**config.mk**
```make
export PLATFORM = sky130hd
export DESIGN_NAME = websocket_frame_deframer_top
export DESIGN_NICKNAME = d
export VERILOG_FILES = /design/src/wsfd_pkg.sv /design/src/wsfd_in_reg.sv /design/src/wsfd_parser.sv /design/src/wsfd_out_reg.sv /design/src/websocket_frame_deframer_top.sv
export SDC_FILE = /design/constraint.sdc
export NUM_CORES = 1
export LEC_CHECK = 0
export ABC_AREA = 1
export BUFFER_PORTS_ARGS = -buffer_cell sky130_fd_sc_hd__clkbuf_2
export CORE_ASPECT_RATIO = 0.9
export CORE_MARGIN = 3
export CORE_UTILIZATION = 40
export CTS_CLUSTER_SIZE = 30
export DETAILED_ROUTE_END_ITERATION = 12
export GPL_TIMING_DRIVEN = 1
export PLACE_DENSITY = 0.64
export SYNTH_ARGS = -nofsm -noshare
export SYNTH_HDL_FRONTEND = slang
export SYNTH_SLANG_ARGS = --single-unit
```
**constraint.sdc**
```tcl
create_clock -name clock -period 7.4 [get_ports clock]
set_input_delay 0.74 -clock clock [delete_from_list [all_inputs] [get_ports clock]]
set_output_delay 0.74 -clock clock [all_outputs]
set_load 0.01 [all_outputs]
```
**src/wsfd_pkg.sv**
```systemverilog
`timescale 1ns / 1ps
// ---------------------------------------------------------------------------
// wsfd_pkg: shared types and constants of the WebSocket frame deframer
// Holds the parse phase encoding, the result beat struct and header codes.
// ---------------------------------------------------------------------------
package wsfd_pkg;

   // Widths fixed by the field definitions
   localparam int BYTE_W = 8;
   localparam int OPC_W  = 4;
   localparam int LEN_W  = 13;
   localparam int DECL_W = 64;
   localparam int KEY_W  = 32;

   // Default hard cap on delivered payload bytes per frame
   localparam int PAYLOAD_CAP_DEFAULT = 4096;

   // Reset value of the payload limit register
   localparam logic [LEN_W-1:0] MAX_LEN_RESET = 13'd4096;

   // Seven-bit length codes that announce an extended length
   localparam logic [6:0] LEN_CODE_EXT16 = 7'd126;
   localparam logic [6:0] LEN_CODE_EXT64 = 7'd127;

   // Extended length sizes in bytes
   localparam logic [3:0] EXT16_BYTES = 4'd2;
   localparam logic [3:0] EXT64_BYTES = 4'd8;

   // Mask key size in bytes
   localparam logic [2:0] MASK_KEY_BYTES = 3'd4;

   // Parse phase, one-hot
   typedef enum logic [5:0] {
      PH_HDR0 = 6'b000001,
      PH_HDR1 = 6'b000010,
      PH_EXT  = 6'b000100,
      PH_MASK = 6'b001000,
      PH_DATA = 6'b010000,
      PH_DROP = 6'b100000
   } phase_type;

   // One result beat
   typedef struct packed {
      logic [BYTE_W-1:0] payload_byte;
      logic [OPC_W-1:0]  frame_opcode;
      logic              last_byte;
      logic              empty_frame;
      logic              truncated;
   } rsp_type;

endpackage

```
**src/wsfd_in_reg.sv**
```systemverilog
`timescale 1ns / 1ps
// ---------------------------------------------------------------------------
// wsfd_in_reg: input byte register
// Captures one stream byte per beat and holds it until the parser takes it.
// ---------------------------------------------------------------------------
module wsfd_in_reg
   import wsfd_pkg::*;
(
   input  logic              clock,
   input  logic              reset,
   input  logic              req_valid,
   output logic              req_ready,
   input  logic [BYTE_W-1:0] req_in_byte,
   output logic              byte_valid,
   output logic [BYTE_W-1:0] byte_data,
   input  logic              byte_take
);

   logic              valid_ff;
   logic              valid_in;
   logic [BYTE_W-1:0] data_ff;

   // Accept a new beat when empty or when the held byte leaves this cycle
   assign req_ready = !valid_ff || byte_take;
   assign valid_in  = req_valid || (valid_ff && !byte_take);

   always_ff @(posedge clock) begin
      if (reset) begin
         valid_ff <= 1'b0;
      end else begin
         valid_ff <= valid_in;
      end
   end

   // Load the payload on an accepted beat
   always_ff @(posedge clock) begin
      if (req_valid && req_ready) begin
         data_ff <= req_in_byte;
      end
   end

   assign byte_valid = valid_ff;
   assign byte_data  = data_ff;

endmodule

```
**src/wsfd_parser.sv**
```systemverilog
`timescale 1ns / 1ps
// ---------------------------------------------------------------------------
// wsfd_parser: frame header parser and payload unmasker
// Walks the header bytes, splits the length into delivered and dropped
// bytes, unmasks the payload and builds at most one result per byte.
// ---------------------------------------------------------------------------
module wsfd_parser
   import wsfd_pkg::*;
#(
   parameter int PAYLOAD_CAP = PAYLOAD_CAP_DEFAULT
)
(
   input  logic              clock,
   input  logic              reset,
   input  logic              csr_wr_en,
   input  logic [LEN_W-1:0]  csr_wr_data,
   input  logic              byte_fire,
   input  logic [BYTE_W-1:0] byte_data,
   output logic              res_valid,
   output rsp_type           res
);

   phase_type          phase_ff,       phase_in;
   logic [3:0]         ext_left_ff,    ext_left_in;
   logic [DECL_W-1:0]  decl_len_ff,    decl_len_in;
   logic [KEY_W-1:0]   mask_key_ff,    mask_key_in;
   logic               mask_present_ff, mask_present_in;
   logic [2:0]         mask_left_ff,   mask_left_in;
   logic [OPC_W-1:0]   opcode_ff,      opcode_in;
   logic [LEN_W-1:0]   emit_left_ff,   emit_left_in;
   logic [DECL_W-1:0]  drop_left_ff,   drop_left_in;
   logic [1:0]         lane_ff,        lane_in;
   logic [LEN_W-1:0]   max_len_ff;

   logic [LEN_W-1:0]   cap_eff;
   logic [DECL_W-1:0]  cap_wide;
   logic [DECL_W-1:0]  len_val;
   logic               len_known;
   logic               hdr_done;
   logic               mask_now;
   logic [BYTE_W-1:0]  key_byte;
   logic [6:0]         len7;

   // Saturate the limit register to the hard cap
   always_comb begin
      if (32'(max_len_ff) > PAYLOAD_CAP) begin
         cap_eff = LEN_W'(PAYLOAD_CAP);
      end else begin
         cap_eff = max_len_ff;
      end
   end

   assign cap_wide = DECL_W'(cap_eff);
   assign len7     = byte_data[6:0];

   // Pick the mask key byte for the current lane, first key byte in the top
   always_comb begin
      case (lane_ff)
         2'd0:    key_byte = mask_key_ff[31:24];
         2'd1:    key_byte = mask_key_ff[23:16];
         2'd2:    key_byte = mask_key_ff[15:8];
         default: key_byte = mask_key_ff[7:0];
      endcase
   end

   // Step the parse state for one byte
   always_comb begin
      phase_in        = phase_ff;
      ext_left_in     = ext_left_ff;
      decl_len_in     = decl_len_ff;
      mask_key_in     = mask_key_ff;
      mask_present_in = mask_present_ff;
      mask_left_in    = mask_left_ff;
      opcode_in       = opcode_ff;
      emit_left_in    = emit_left_ff;
      drop_left_in    = drop_left_ff;
      lane_in         = lane_ff;
      len_known       = 1'b0;
      hdr_done        = 1'b0;
      len_val         = decl_len_ff;
      mask_now        = mask_present_ff;
      res_valid       = 1'b0;
      res.payload_byte = '0;
      res.frame_opcode = opcode_ff;
      res.last_byte    = 1'b0;
      res.empty_frame  = 1'b0;
      res.truncated    = 1'b0;

      if (byte_fire) begin
         unique case (phase_ff)
            PH_HDR1: begin
               mask_present_in = byte_data[7];
               mask_now        = byte_data[7];
               decl_len_in     = '0;
               if (len7 == LEN_CODE_EXT16) begin
                  ext_left_in = EXT16_BYTES;
                  phase_in    = PH_EXT;
               end else if (len7 == LEN_CODE_EXT64) begin
                  ext_left_in = EXT64_BYTES;
                  phase_in    = PH_EXT;
               end else begin
                  len_val     = DECL_W'(len7);
                  decl_len_in = len_val;
                  len_known   = 1'b1;
               end
            end
            PH_EXT: begin
               len_val     = {decl_len_ff[DECL_W-9:0], byte_data};
               decl_len_in = len_val;
               ext_left_in = ext_left_ff - 4'd1;
               if (ext_left_in == 4'd0) begin
                  len_known = 1'b1;
               end
            end
            PH_MASK: begin
               mask_key_in  = {mask_key_ff[KEY_W-9:0], byte_data};
               mask_left_in = mask_left_ff - 3'd1;
               if (mask_left_in == 3'd0) begin
                  hdr_done = 1'b1;
               end
            end
            PH_DATA: begin
               res_valid        = 1'b1;
               res.payload_byte = mask_present_ff ? (byte_data ^ key_byte) : byte_data;
               lane_in          = lane_ff + 2'd1;
               emit_left_in     = emit_left_ff - LEN_W'(1);
               if (emit_left_in == '0) begin
                  res.last_byte = 1'b1;
                  phase_in      = (drop_left_ff != '0) ? PH_DROP : PH_HDR0;
               end
            end
            PH_DROP: begin
               drop_left_in = drop_left_ff - DECL_W'(1);
               if (drop_left_in == '0) begin
                  phase_in = PH_HDR0;
               end
            end
            default: begin
               // First header byte, also the landing spot for stray codes
               opcode_in = byte_data[OPC_W-1:0];
               phase_in  = PH_HDR1;
            end
         endcase

         // Split the known length into delivered and dropped bytes
         if (len_known) begin
            if (len_val > cap_wide) begin
               emit_left_in = cap_eff;
               drop_left_in = len_val - cap_wide;
            end else begin
               emit_left_in = len_val[LEN_W-1:0];
               drop_left_in = '0;
            end
            if (mask_now) begin
               mask_left_in = MASK_KEY_BYTES;
               mask_key_in  = '0;
               phase_in     = PH_MASK;
            end else begin
               hdr_done = 1'b1;
            end
         end

         // Header complete: start payload or emit the empty-frame marker
         if (hdr_done) begin
            lane_in = '0;
            if (emit_left_in == '0) begin
               res_valid       = 1'b1;
               res.last_byte   = 1'b1;
               res.empty_frame = 1'b1;
               phase_in        = (drop_left_in != '0) ? PH_DROP : PH_HDR0;
            end else begin
               phase_in = PH_DATA;
            end
         end
      end

      res.truncated = (drop_left_in != '0);
   end

   // Hold the parse state
   always_ff @(posedge clock) begin
      if (reset) begin
         phase_ff        <= PH_HDR0;
         ext_left_ff     <= '0;
         decl_len_ff     <= '0;
         mask_key_ff     <= '0;
         mask_present_ff <= 1'b0;
         mask_left_ff    <= '0;
         opcode_ff       <= '0;
         emit_left_ff    <= '0;
         drop_left_ff    <= '0;
         lane_ff         <= '0;
      end else begin
         phase_ff        <= phase_in;
         ext_left_ff     <= ext_left_in;
         decl_len_ff     <= decl_len_in;
         mask_key_ff     <= mask_key_in;
         mask_present_ff <= mask_present_in;
         mask_left_ff    <= mask_left_in;
         opcode_ff       <= opcode_in;
         emit_left_ff    <= emit_left_in;
         drop_left_ff    <= drop_left_in;
         lane_ff         <= lane_in;
      end
   end

   // Write the payload limit register
   always_ff @(posedge clock) begin
      if (reset) begin
         max_len_ff <= MAX_LEN_RESET;
      end else if (csr_wr_en) begin
         max_len_ff <= csr_wr_data;
      end
   end

endmodule

```
**src/wsfd_out_reg.sv**
```systemverilog
`timescale 1ns / 1ps
// ---------------------------------------------------------------------------
// wsfd_out_reg: result register
// Holds one result beat until the consumer takes it.
// ---------------------------------------------------------------------------
module wsfd_out_reg
   import wsfd_pkg::*;
(
   input  logic    clock,
   input  logic    reset,
   input  logic    res_valid,
   input  rsp_type res,
   output logic    can_load,
   output logic    rsp_valid,
   input  logic    rsp_ready,
   output rsp_type rsp
);

   logic    valid_ff;
   logic    valid_in;
   rsp_type rsp_ff;

   // Free when empty or when the held beat leaves this cycle
   assign can_load = !valid_ff || rsp_ready;
   assign valid_in = res_valid || (valid_ff && !rsp_ready);

   always_ff @(posedge clock) begin
      if (reset) begin
         valid_ff <= 1'b0;
      end else begin
         valid_ff <= valid_in;
      end
   end

   // Load a new result beat
   always_ff @(posedge clock) begin
      if (res_valid) begin
         rsp_ff <= res;
      end
   end

   assign rsp_valid = valid_ff;
   assign rsp       = rsp_ff;

endmodule

```
**src/websocket_frame_deframer_top.sv**
```systemverilog
`timescale 1ns / 1ps
// ---------------------------------------------------------------------------
// websocket_frame_deframer_top: WebSocket receive-side frame deframer
// Parses a byte stream into frames and delivers unmasked payload bytes
// tagged with the opcode, capped at a programmable per-frame limit.
// ---------------------------------------------------------------------------
//
//   Channel  Direction  Handshake          Beat contents
//   req      in         req_valid/ready    one stream byte
//   rsp      out        rsp_valid/ready    payload byte, opcode, last, empty, truncated
//   csr      in         csr_wr_en          payload limit (13 bits), no read-back
//
// One byte is accepted per clock while the result register has room; a
// registered byte is parsed when there is room, and its result, if any,
// is loaded into the result register as the byte is taken. Throughput is
// set by the parser step. A stalled result register stalls parsing, which
// back-pressures req_ready. Synchronous reset returns the parser to the
// first header byte and the limit to 4096.
// ---------------------------------------------------------------------------
module websocket_frame_deframer_top
   import wsfd_pkg::*;
#(
   parameter int PAYLOAD_CAP = PAYLOAD_CAP_DEFAULT
)
(
   input  logic              clock,
   input  logic              reset,
   input  logic              req_valid,
   output logic              req_ready,
   input  logic [BYTE_W-1:0] req_in_byte,
   output logic              rsp_valid,
   input  logic              rsp_ready,
   output logic [BYTE_W-1:0] rsp_payload_byte,
   output logic [OPC_W-1:0]  rsp_frame_opcode,
   output logic              rsp_last_byte,
   output logic              rsp_empty_frame,
   output logic              rsp_truncated,
   input  logic              csr_wr_en,
   input  logic [LEN_W-1:0]  csr_wr_data
);

   logic              byte_valid;
   logic [BYTE_W-1:0] byte_data;
   logic              byte_fire;
   logic              can_load;
   logic              res_valid;
   rsp_type           res;
   rsp_type           rsp;

   // Parse the held byte whenever the result register has room
   assign byte_fire = byte_valid && can_load;

   wsfd_in_reg u_in_reg (
      .clock       (clock),
      .reset       (reset),
      .req_valid   (req_valid),
      .req_ready   (req_ready),
      .req_in_byte (req_in_byte),
      .byte_valid  (byte_valid),
      .byte_data   (byte_data),
      .byte_take   (byte_fire)
   );

   wsfd_parser #(
      .PAYLOAD_CAP (PAYLOAD_CAP)
   ) u_parser (
      .clock       (clock),
      .reset       (reset),
      .csr_wr_en   (csr_wr_en),
      .csr_wr_data (csr_wr_data),
      .byte_fire   (byte_fire),
      .byte_data   (byte_data),
      .res_valid   (res_valid),
      .res         (res)
   );

   wsfd_out_reg u_out_reg (
      .clock     (clock),
      .reset     (reset),
      .res_valid (res_valid),
      .res       (res),
      .can_load  (can_load),
      .rsp_valid (rsp_valid),
      .rsp_ready (rsp_ready),
      .rsp       (rsp)
   );

   // Unpack the result beat onto the ports
   assign rsp_payload_byte = rsp.payload_byte;
   assign rsp_frame_opcode = rsp.frame_opcode;
   assign rsp_last_byte    = rsp.last_byte;
   assign rsp_empty_frame  = rsp.empty_frame;
   assign rsp_truncated    = rsp.truncated;

endmodule
```
======== Word level (Yosys, flattened, before mapping) ========
Index checks and enable logic that the tools add are counted.
word-level totals
  register bits ........................... 231
  bits of input ports ..................... 26
  output and inout port bits .............. 17
  word-level logic and storage cells ...... 131
operators by class
  add/subtract/negate cells ............... 6
  order comparisons ....................... 2
  equality and inequality tests ........... 10
  mux-type cells .......................... 61
  bitwise operators ....................... 2
  reduce and logical (&&, ||, !) cells .... 31
operator list
  kind                                                                  count
  64-bit two-way mux                                                    9
  64-bit one-hot mux with 2 select lines                                2
  64-bit nonzero test                                                   3
  32-bit two-way mux                                                    3
  13-bit two-way mux                                                    5
  64-bit by 13-bit greater-than comparator with 1-bit output            1
  64-bit zero test                                                      1
  64-bit by 1-bit subtractor with 64-bit output, second input constant  1
  64-bit by 13-bit subtractor with 64-bit output                        1
  6-bit two-way mux                                                     10
  13-bit zero test                                                      2
  6-bit one-hot mux with 4 select lines                                 1
  8-bit one-hot mux with 3 select lines                                 1
  1-bit two-way mux                                                     17
  7-bit == test, second input constant                                  2
  13-bit greater-than comparator, second input constant                 1
  13-bit by 1-bit subtractor with 13-bit output, second input constant  1
  2-bit AND reduction                                                   5
  3-bit two-way mux                                                     3
  2-bit two-way mux                                                     4
  4-bit two-way mux                                                     2
  8-bit two-way mux                                                     1
  4-bit one-hot mux with 2 select lines                                 1
  8-bit bitwise XOR                                                     1
  24 further kinds                                                      34

======== Longest topological paths before layout ========
Gate-level depths: netlist of run 1.
  depth in word-level cells ............... 14
  mapped depth ............................ 34
  depth with buffers taken out ............ 31

======== Cells and area by module ========
A second synthesis of run 1 with hierarchy kept.
unflattened totals
  cells, all modules ...................... 2951
  area, all modules ....................... 17449.2 um2
by module, submodules not included
  module                        times used  cells an instance  area each (um2)  seq. area each (um2)
  wsfd_parser                   1           2915               16661.0          4124.0
  wsfd_out_reg                  1           20                 493.0            470.5
  wsfd_in_reg                   1           14                 287.8            260.2
  websocket_frame_deframer_top  1           2                  7.5              0.0

======== Worst setup path before layout of run 1 ========
Ideal clock, no wire load.
  path type ............................... register to register
  from .................................... reg u_in_reg.data_ff[5], in the netlist u_in_reg.byte_data[5]
  to ...................................... reg u_out_reg.rsp_ff, in the netlist u_out_reg.rsp[0], enable pin
  setup time .............................. 366 ps
  arrival time ............................ 4444 ps
  path slack .............................. 2590 ps
  stages on the path, launching flop included .. 27
  path through ............................ edfxtp_1 > nand3_1 > nor2_1 > nand2_4 > nand2_4 > buf_2 > buf_1 > buf_1 > nor2_1 > a21oi_1 > inv_1 > ha_1 > nand2_1 > o21ai_0 > a21oi_1 > nor2_1 > nand3_1 > nand2_1 > a21oi_4 > nand2_4 > buf_2 > nand2_1 > a31oi_1 > nand2_1 > nor2_1 > nand4_1 > nand2_1
between the ends
  cells in the longest elaborated chain, start to end .. 13
  elaborated cells between the ends (all ways) .. 20
  those cells by class .................... 1 x order compare; 2 x eq/ne; 16 x mux; 1 x reduce/logical
RTL lines
  element                                                     RTL line                            RTL
  start, declared                                             wsfd_in_reg.sv:21                   logic [BYTE_W-1:0] data_ff;
  start signal, assigned                                      wsfd_in_reg.sv:38                   data_ff <= req_in_byte;
  7-bit == test                                               wsfd_parser.sv:98                   end else if (len7 == LEN_CODE_EXT64) begin
  64-bit two-way mux                                          wsfd_parser.sv:98
  64-bit two-way mux                                          wsfd_parser.sv:95                   if (len7 == LEN_CODE_EXT16) begin
  64-bit one-hot mux with 2 select lines                      wsfd_parser.sv:90                   unique case (phase_ff)
  64-bit two-way mux                                          wsfd_parser.sv:89                   if (byte_fire) begin
  64-bit by 13-bit greater-than comparator with 1-bit output  wsfd_parser.sv:147                  if (len_val > cap_wide) begin
  13-bit two-way mux                                          wsfd_parser.sv:147
  13-bit two-way mux                                          wsfd_parser.sv:146                  if (len_known) begin
  13-bit two-way mux                                          wsfd_parser.sv:89
  13-bit zero test                                            wsfd_parser.sv:166                  if (emit_left_in == '0) begin
  1-bit two-way mux                                           wsfd_parser.sv:166
  1-bit two-way mux *                                         wsfd_parser.sv:164                  if (hdr_done) begin
  1-bit two-way mux *                                         wsfd_parser.sv:89
  named net res_valid                                         websocket_frame_deframer_top.sv:46  logic res_valid;
  end signal, assigned                                        wsfd_out_reg.sv:38                  rsp_ff <= res;
  end, declared                                               wsfd_out_reg.sv:21                  rsp_type rsp_ff;
Mark *: on every way through the listed nets, which the timed path passes. The rest lies on a longest branch. The select of a mux whose other input is x is not followed.
A chain may end at the register's enable or synchronous reset.

==> results.toml, run 1 <==
[run_status]
status = "finished, final reports clean"

[worst_hold_path]
hp-start = "req_in_byte[7]"
hp-class = "primary input to register"

[cts]
cts_root_buf = "clkbuf_16"
clkLatencyLatePin_ps = 580
clkTransAtPathRegs_ps = 70
cts-htree-levels = 1
cts_buffer_depth = 3
cts_buffers = 27
postCtsResizedCells = 0
holdBufCountCts = 0
cts_tree = "built"
cts.sinks = 231
cts_setup_buffers = 0

[timing]
setup_viol = 0
max_freq_mhz = 160
slew_violations = 0
fin_worst_skew_ps = 18.0
slew_headroom = 0.194
holdWs_ps = 347
final.setup.tns_ps = 0
final.min_clock_period_ps = 6240
finalCritPeriodShare = 0.844
rsz0062_at_grt = "no"
max_slew.worst_pin.slew_ps = 1210
final_hold_viol_count = 0

[drt]
drt_iter0_markers = 1854
viasPerCell = 5.33
drc = 0
ant_nets = 0
wl_per_cell_um = 16.8
vias = 18900
firstDrtPassIters = 6
wl_um = 59400

[critical_path]
r2r-start = "u_parser.phase_ff[5]"
cp-start-kind = "register"
worstSetupStartpoint = "u_parser.phase_ff[5]"
crit_arrival_ps = 6470
cp.required_ps = 7620
critPathKind = "register to register"
end_kind = "register"
crit_fanout = 73

[synthesis]
synthFlopType = "dfxtp_1"
syn-num-nets = 3065
yosysUniqueCellTypes = 52
synth-edff-count = 23
ys_warn_count = 0
syn_inst = 3013
synth-seq-cells = 231
async_flop_share = 0
syn_area_per_cell_um2 = 5.76
yosysSeqAreaShare = 0.280
synthesis.area_um2 = 17400

[finish]
n_antenna_cell = 0
nets = 3023
final_cell_mix = "nand2_1 (828), nor2_1 (594), inv_1 (345), dfxtp_1 (208), nand3_1 (183)"
drive_gt1_frac = 0.0461
area_delta_synth_final_pct = 8.91
layout_commonest_cell = "nand2_1"

[die]
io_pins = 43
std_cell_rows = 71
core_um2 = 42300
start_util = 0.410
die_y_um = 204
die-area_um2 = 45900
fp.dieW_um = 226

[run]
cap_violations = 0

[global_route]
grt_max_degree = 93
grt_use_total = 0.256
grt-ovfl-total = 0
grt_pass1_vias = 17700
antenna_found_initial = 0
grt_pass1_wl_um = 94800

[power_and_ir_drop]
vdd_drop_max_v = 0.000176
power.static_leakage_nw = 9.44
p_per_area_nw_per_um2 = 190

[placed_design]
dp_hpwl_um = 45100
gp_congestion = 0.986
port_buffers = 42
-- Yosys cell counts (22+ instances only) --
library cell,n,share of area
nor4_1,22,0.0079
clkbuf_1,96,0.021
nor2_1,595,0.13
a211oi_1,24,0.010
edfxtp_1,23,0.040
xor2_1,69,0.035
nand4_1,30,0.011
a21oi_1,158,0.046
nor3_1,73,0.021
dfxtp_1,208,0.24
nand2_1,830,0.18
o211ai_1,23,0.0099
o21ai_1,40,0.012
nand3_1,183,0.053
ha_1,25,0.018
o21ai_0,147,0.042
inv_1,349,0.075
-- logic make-up after synthesis --
group,count (synthesis),share of synthesized area
AND/OR/NAND/NOR,1773,0.417
adder cells (fa/ha/maj),26,0.0192
XOR/XNOR,80,0.0404
buffers and inverters,475,0.106
flip-flops,231,0.280
AO/OA/AOI/OAI,428,0.137
-- worst max-delay path, cell delays in order, from the launching register on --
cell      delay (ps)
dfxtp_1          360
nor2_2           190
nand3_2          330
nand2_4          240
nand2_4          410
nand2_1          190
o21a_1           180
inv_1             50
ha_1             350
a21oi_1          240
o21ai_0          210
a21oi_1          260
nor2_1           100
nand3_1          140
nand2_1          160
a21oi_4          210
nand2_4          290
nand2_2          630
nor2_1           130
nor2_1           150
nand2_1           60
o21ai_0          150
nand2_1          100
nor2_1           220
nand2_1          100
nor2_1           140
nand3b_1         260
-- stage by stage --
stage / instance area (um^2) / total power, mW / cells / setup WS (ps) / utilization
after global placement: 17800 / 2.01 / 3489 / 1500 / 0.422
after floorplan: 17400 / 1.82 / 3013 / 2590 / -
final: 18900 / 3.60 / 3539 / 1160 / 0.447
after CTS: 18900 / 3.62 / 3539 / 1280 / 0.447
after global routing: 18900 / 3.76 / 3539 / 668 / 0.447
after detailed placement: 17800 / 2.01 / 3489 / 1310 / 0.422
-- power by group --
part / total, mW / internal (mW) / switching [mW]
Combinational: 0.656 / 0.194 / 0.462
Clock: 1.60 / 1.02 / 0.580
Sequential: 1.34 / 1.30 / 0.0409
Total: 3.60 / 2.51 / 1.08
-- layout make-up --
| class | count | area, um^2 |
|---|---|---|
| multi-input combinational | 2307 | 10700 |
| fill | 4568 | 23400 |
| sequential | 231 | 4850 |
| tap | 547 | 684 |
| clock buffer | 27 | 676 |
| inverter | 351 | 1320 |
| timing repair buffer | 53 | 295 |
| clock inverter | 23 | 392 |
-- registers in the layout (all words and copies together) (netlist names), 2 cells and up --
name	cells
u_parser.opcode_ff	4
u_parser.max_len_ff	13
u_out_reg.rsp	15
u_parser.lane_ff	2
u_parser.decl_len_ff	64
u_parser.phase_ff	6
u_parser.emit_left_ff	13
u_parser.drop_left_ff	64
u_in_reg.byte_data	8
u_parser.ext_left_ff	4
u_parser.mask_key_ff	32
u_parser.mask_left_ff	3
-- metal layers --
metal	share of wire	global-route usage	vias up
li1	-	-	9502
met1	0.48	0.372	8708
met2	0.43	0.406	583
met3	0.065	0.0286	71
met4	0.023	0.0585	0
met5	0	0	-
-- worst paths after layout --
kind                           endpoint  slack (ps)  cells after the start
hold reg to reg        u_out_reg.rsp[6]         440                      0
hold / removal    u_in_reg.byte_data[7]         350                      1
setup / recovery       u_out_reg.rsp[0]        1160                     26
setup reg to reg       u_out_reg.rsp[0]        1160                     26
Note: power is estimated with default switching activity, not from simulation.
==> run 2, diff against run 1 <==
Settings changed: PLACE_DENSITY 0.64 to 0.66.
Clock period 7.4 ns to 5.69 ns, I/O delays scaled along.
==> results.toml, run 2 (synthesis results as in run 1) <==
[worst_hold_path]
hp-start = "req_in_byte[4]"
hold-path-endpoint = "u_in_reg.byte_data[4]"
min_path_cells = 1
hp-class = "primary input to register"

[critical_path]
worstSetupStartpoint = "u_in_reg.byte_data[4]"
r2r_slack_ps = 360
r2r-start = "u_in_reg.byte_data[4]"
slowest_stage = "fa_1"
cp-start-kind = "register"
cp_num_cells = 23
slowest_delay_ps = 520
crit_arrival_ps = 5570
crit_family = "simple AND/OR/NAND/NOR gates"
crit_fanout = 16
end_kind = "register"
r2r_end = "u_out_reg.rsp[4]"
crit_top_cell = "nand2_4"
critPathKind = "register to register"
r2r_cells = 23
critPathBufInv = 2
cp.required_ps = 5930
path_cells = "nand3_1 -> nor2_1 -> nand2_4 -> nand2_4 -> a21oi_1 -> ha_1 -> fa_1 -> o21ai_0 -> a21oi_1 -> nor2_1 -> nand3_1 -> nand2_1 -> a21oi_4 -> nand2_4 -> buf_4 -> inv_2 -> nand2_1 -> nand3_1 -> o21ai_1 -> nand2_1 -> nor2_1 -> nand4_1 -> nand2_4"

[cts]
clkLatencyLatePin_ps = 580
cts_buffers = 27
clkTransAtPathRegs_ps = 60
cts.sinks = 231
cts_buffer_depth = 3
holdBufCountCts = 0
cts_root_buf = "clkbuf_16"
cts-htree-levels = 1
cts_tree = "built"

[finish]
top_regs = "u_parser.decl_len_ff: 64 flops, u_parser.drop_left_ff: 64 flops, u_parser.mask_key_ff: 32 flops"
nets = 3045
area_delta_synth_final_pct = 9.08
drive_gt1_frac = 0.0508
n_antenna_cell = 0
fin_cells = 3561
fillers = 4575
layout_commonest_cell = "nand2_1"
final_cell_mix = "nand2_1 (827), nor2_1 (594), inv_1 (345), dfxtp_1 (208), nand3_1 (183)"

[drt]
firstDrtPassIters = 8
viasPerCell = 5.30
wl_um = 58500
drc = 0
vias = 18900
ant_nets = 0
wl_per_cell_um = 16.4
drt_iter0_markers = 2006

[power_and_ir_drop]
combinationalPowerShare = 0.195
p_sw_mw = 1.40
vdd_drop_max_v = 0.000252
power.clock.fraction = 0.411
p_sw_frac = 0.316
internal_power_mw = 3.02
power.static_leakage_nw = 9.49
p_seq_frac = 0.394
p_per_area_nw_per_um2 = 233

[timing]
slew_violations = 0
setup_viol = 0
slew_headroom = 0.146
fin_worst_skew_ps = 18.7
final_hold_viol_count = 0
finalCritPeriodShare = 0.936
max_slew.worst_pin.slew_ps = 1270
final.min_clock_period_ps = 5330
max_freq_mhz = 188
holdWs_ps = 172
fin_ws_ps = 364

[placed_design]
dp_hpwl_um = 44200
gp_congestion = 0.973
place_ws_ps = 88.1
dp_cells = 3511
port_buffers = 42

[die]
std_cell_rows = 71
start_util = 0.410
fp.dieW_um = 226
core_um2 = 42300
io_pins = 43
die_y_um = 204
die-area_um2 = 45900

[global_route]
grt-ovfl-total = 0
grt_pass1_vias = 17500
grt_pass1_wl_um = 93400
antenna_found_initial = 2
grt_use_total = 0.250
grt_max_degree = 88

[run]
cap_violations = 0

[run_status]
status = "finished, final reports clean"
[run 2: cell count changes in the layout (fill, tap and decap cells not counted), moves of 2 or more]
cell        change
bufinv_16       -7
clkinvlp_4      -3
buf_4          +21
clkbuf_1        +6
clkinv_1        +2
nand2_4         +2
clkbuf_8        +4
[run 2: metrics by stage]
step                TNS, ps  area, um^2   util  total power, mW
global route          -16.7       18900  0.448             4.61
floorplan                 0       17400      -             2.37
finish                    0       18900  0.448             4.42
global placement          0       18000  0.426             2.62
CTS                       0       18900  0.447             4.43
detailed placement        0       18000  0.426             2.62
[run 2: metal layers]
| metal | up-vias | routed length (um) | GRT usage |
|---|---|---|---|
| met4 | 4 | 1570 | 0.0617 |
| li1 | 9560 | - | - |
| met2 | 654 | 25100 | 0.391 |
| met1 | 8555 | 27500 | 0.364 |
| met3 | 96 | 4290 | 0.0353 |
| met5 | - | 21 | 0 |
[run 2: worst max-delay path by stage]
stage | end | slack [ps]
floorplan | u_out_reg.rsp[0] | 880
detailed placement | u_out_reg.rsp[4] | 90
CTS | u_out_reg.rsp[0] | 60
finish | u_out_reg.rsp[4] | 360
global route | u_out_reg.rsp[10] | -4
global placement | u_out_reg.rsp[5] | 220
[run 2: power by group through the flow]
stage | registers [mW] | logic, mW | clock network, mW
2_1_floorplan | 1.76 | 0.612 | 0
3_3_place_gp | 1.77 | 0.845 | 0
3_5_place_dp | 1.77 | 0.845 | 0
4_1_cts | 1.74 | 0.850 | 1.85
5_1_grt | 1.75 | 0.965 | 1.90
6_report | 1.74 | 0.863 | 1.81
[run 2: area by class of cell]
class	count	area (um^2)	area share
Clock buffer	37	753	0.0398
Sequential cell	231	4850	0.256
Inverter	351	1320	0.0697
Clock inverter	13	154	0.00813
Multi-Input combinational cell	2307	10700	0.565
Tap cell	547	684	0.0362
Timing Repair Buffer	75	473	0.0250
[run 2: timing repair]
action,in CTS,in global routing
setup buffers,0,0
endpoints found under the setup margin,0,17
resized for setup,0,3
==> run 3, diff against run 2 <==
Settings changed: CAP_MARGIN set to 20, CTS_BUF_LIST set to sky130_fd_sc_hd__clkbuf_4 sky130_fd_sc_hd__clkbuf_8.
==> results.toml, run 3 (synthesis results as in run 1) <==
[timing]
final.setup.tns_ps = 0
final.min_clock_period_ps = 5210
setup_viol = 0
finalCritPeriodShare = 0.915
slew_headroom = 0.276
max_freq_mhz = 192
rsz0062_at_grt = "no"
max_slew.worst_pin.slew_ps = 1090
slew_violations = 0
fin_worst_skew_ps = 47.4
final_hold_viol_count = 0

[power_and_ir_drop]
combinationalPowerShare = 0.200
vdd_drop_max_v = 0.000193
p_seq_frac = 0.403
power.clock.fraction = 0.396
power.static_leakage_nw = 9.55
p_sw_frac = 0.328
p_per_area_nw_per_um2 = 228
internal_power_mw = 2.90
finalPower_mw = 4.32
p_sw_mw = 1.42

[critical_path]
critPathKind = "register to register"
crit_family = "simple AND/OR/NAND/NOR gates"
cp.required_ps = 5980
end_kind = "register"
r2r_end = "u_out_reg.rsp[0]"
slowest_stage = "fa_1"
crit_fanout = 16
r2r_cells = 23
slowest_delay_ps = 520
cp-start-kind = "register"
crit_arrival_ps = 5500
r2r_slack_ps = 480
critPathBufInv = 2
r2r-start = "u_in_reg.byte_data[2]"
path_cells = "nand3_1 -> nor2_1 -> nand2_4 -> nand2_4 -> a21oi_1 -> ha_1 -> fa_1 -> o21ai_1 -> a21oi_1 -> nor2_1 -> nand3_1 -> nand2_1 -> a21oi_4 -> nand2_4 -> buf_4 -> inv_2 -> nand2_1 -> nand3_1 -> o21ai_1 -> nand2_1 -> nor2_1 -> nand4_1 -> nand2_4"
crit_top_cell = "nand2_4"

[run_status]
status = "finished, final reports clean"

[finish]
layout_commonest_cell = "nand2_1"
top_regs = "u_parser.decl_len_ff: 64 flops, u_parser.drop_left_ff: 64 flops, u_parser.mask_key_ff: 32 flops"
nets = 3063
design_area_um2 = 19000
final_cell_mix = "nand2_1 (827), nor2_1 (594), inv_1 (345), dfxtp_1 (208), nand3_1 (183)"
fillers = 4557
drive_gt1_frac = 0.0618
final_util = 0.449
area_delta_synth_final_pct = 9.34

[drt]
drc = 0
drt_iter0_markers = 1940
wl_per_cell_um = 16.4
viasPerCell = 5.33
firstDrtPassIters = 5
wl_um = 58900
vias = 19100
ant_nets = 0

[die]
fp.dieW_um = 226
die-area_um2 = 45900
start_util = 0.410
std_cell_rows = 71
core_um2 = 42300
io_pins = 43
die_y_um = 204

[worst_hold_path]
hold-path-endpoint = "u_in_reg.byte_data[0]"
min_path_cells = 1
hp-class = "primary input to register"
hp-start = "req_in_byte[0]"

[cts]
cts_tree = "built"
clkTransAtPathRegs_ps = 60
postCtsResizedCells = 0
clkLatencyLatePin_ps = 650
cts_setup_buffers = 0
cts_root_buf = "clkbuf_8"
cts.sinks = 231
cts-htree-levels = 2
holdBufCountCts = 0
cts_buffer_depth = 3
cts_buffers = 42

[global_route]
grt_max_degree = 88
antenna_found_initial = 0
grt_pass1_wl_um = 94400
grt-ovfl-total = 0
grt_use_total = 0.255
grt_pass1_vias = 17600

[placed_design]
port_buffers = 42
gp_congestion = 0.973
dp_hpwl_um = 44500
post_dp_cell_area_um2 = 18000

[run]
cap_violations = 0
==> run 3: power by group through the flow <==
stage	Sequential, mW	Clock [mW]	Combinational (mW)
2_1_floorplan	1.76	0	0.612
3_3_place_gp	1.77	0	0.845
3_5_place_dp	1.78	0	0.847
4_1_cts	1.74	1.75	0.851
5_1_grt	1.75	1.82	0.967
6_report	1.74	1.71	0.866
==> run 3: layout make-up <==
type / count / area [um^2] / share of cell area
Antenna cell: 1 / 2.50 / 0.000132
Clock buffer: 69 / 843 / 0.0444
Clock inverter: 4 / 53.8 / 0.00284
Inverter: 351 / 1320 / 0.0696
Multi-Input combinational cell: 2307 / 10700 / 0.563
Sequential cell: 231 / 4850 / 0.256
Tap cell: 547 / 684 / 0.0361
Timing Repair Buffer: 78 / 526 / 0.0277
==> run 3: worst max-delay path by stage <==
stage          depth (start not counted)             startpoint  slack, ps               end
6_report                              23  u_in_reg.byte_data[2]        480  u_out_reg.rsp[0]
2_1_floorplan                         26  u_in_reg.byte_data[5]        880  u_out_reg.rsp[0]
5_1_grt                               23  u_in_reg.byte_data[2]        100  u_out_reg.rsp[0]
3_5_place_dp                          23  u_in_reg.byte_data[2]        100  u_out_reg.rsp[4]
3_3_place_gp                          23  u_in_reg.byte_data[2]        220  u_out_reg.rsp[5]
4_1_cts                               23  u_in_reg.byte_data[2]         40  u_out_reg.rsp[0]
==> run 3: worst reg2reg max path, cell delays in order (launching register included) <==
cell and delay, ps:
edfxtp_1 390, nand3_1 130, nor2_1 210, nand2_4 120, nand2_4 180, a21oi_1 230, ha_1 290, fa_1 520
o21ai_1 250, a21oi_1 150, nor2_1 210, nand3_1 160, nand2_1 210, a21oi_4 100, nand2_4 170, buf_4 260
inv_2 140, nand2_1 100, nand3_1 110, o21ai_1 170, nand2_1 80, nor2_1 160, nand4_1 210, nand2_4 320
==> run 3: metrics by stage <==
stage	setup WS [ps]	cells	hold WS (ps)
6_report	481	3588	94.0
2_1_floorplan	880	3013	409
4_1_cts	39.4	3585	50.3
5_1_grt	103	3587	72.3
3_3_place_gp	216	3511	420
3_5_place_dp	101	3512	417
==> run 3: metal layers <==
layer	global-route usage	share of wire	wire length (um)
met4	0.0649	0.023	1350
met2	0.398	0.44	25600
met3	0.0367	0.074	4360
met1	0.368	0.47	27500
met5	0	0	0
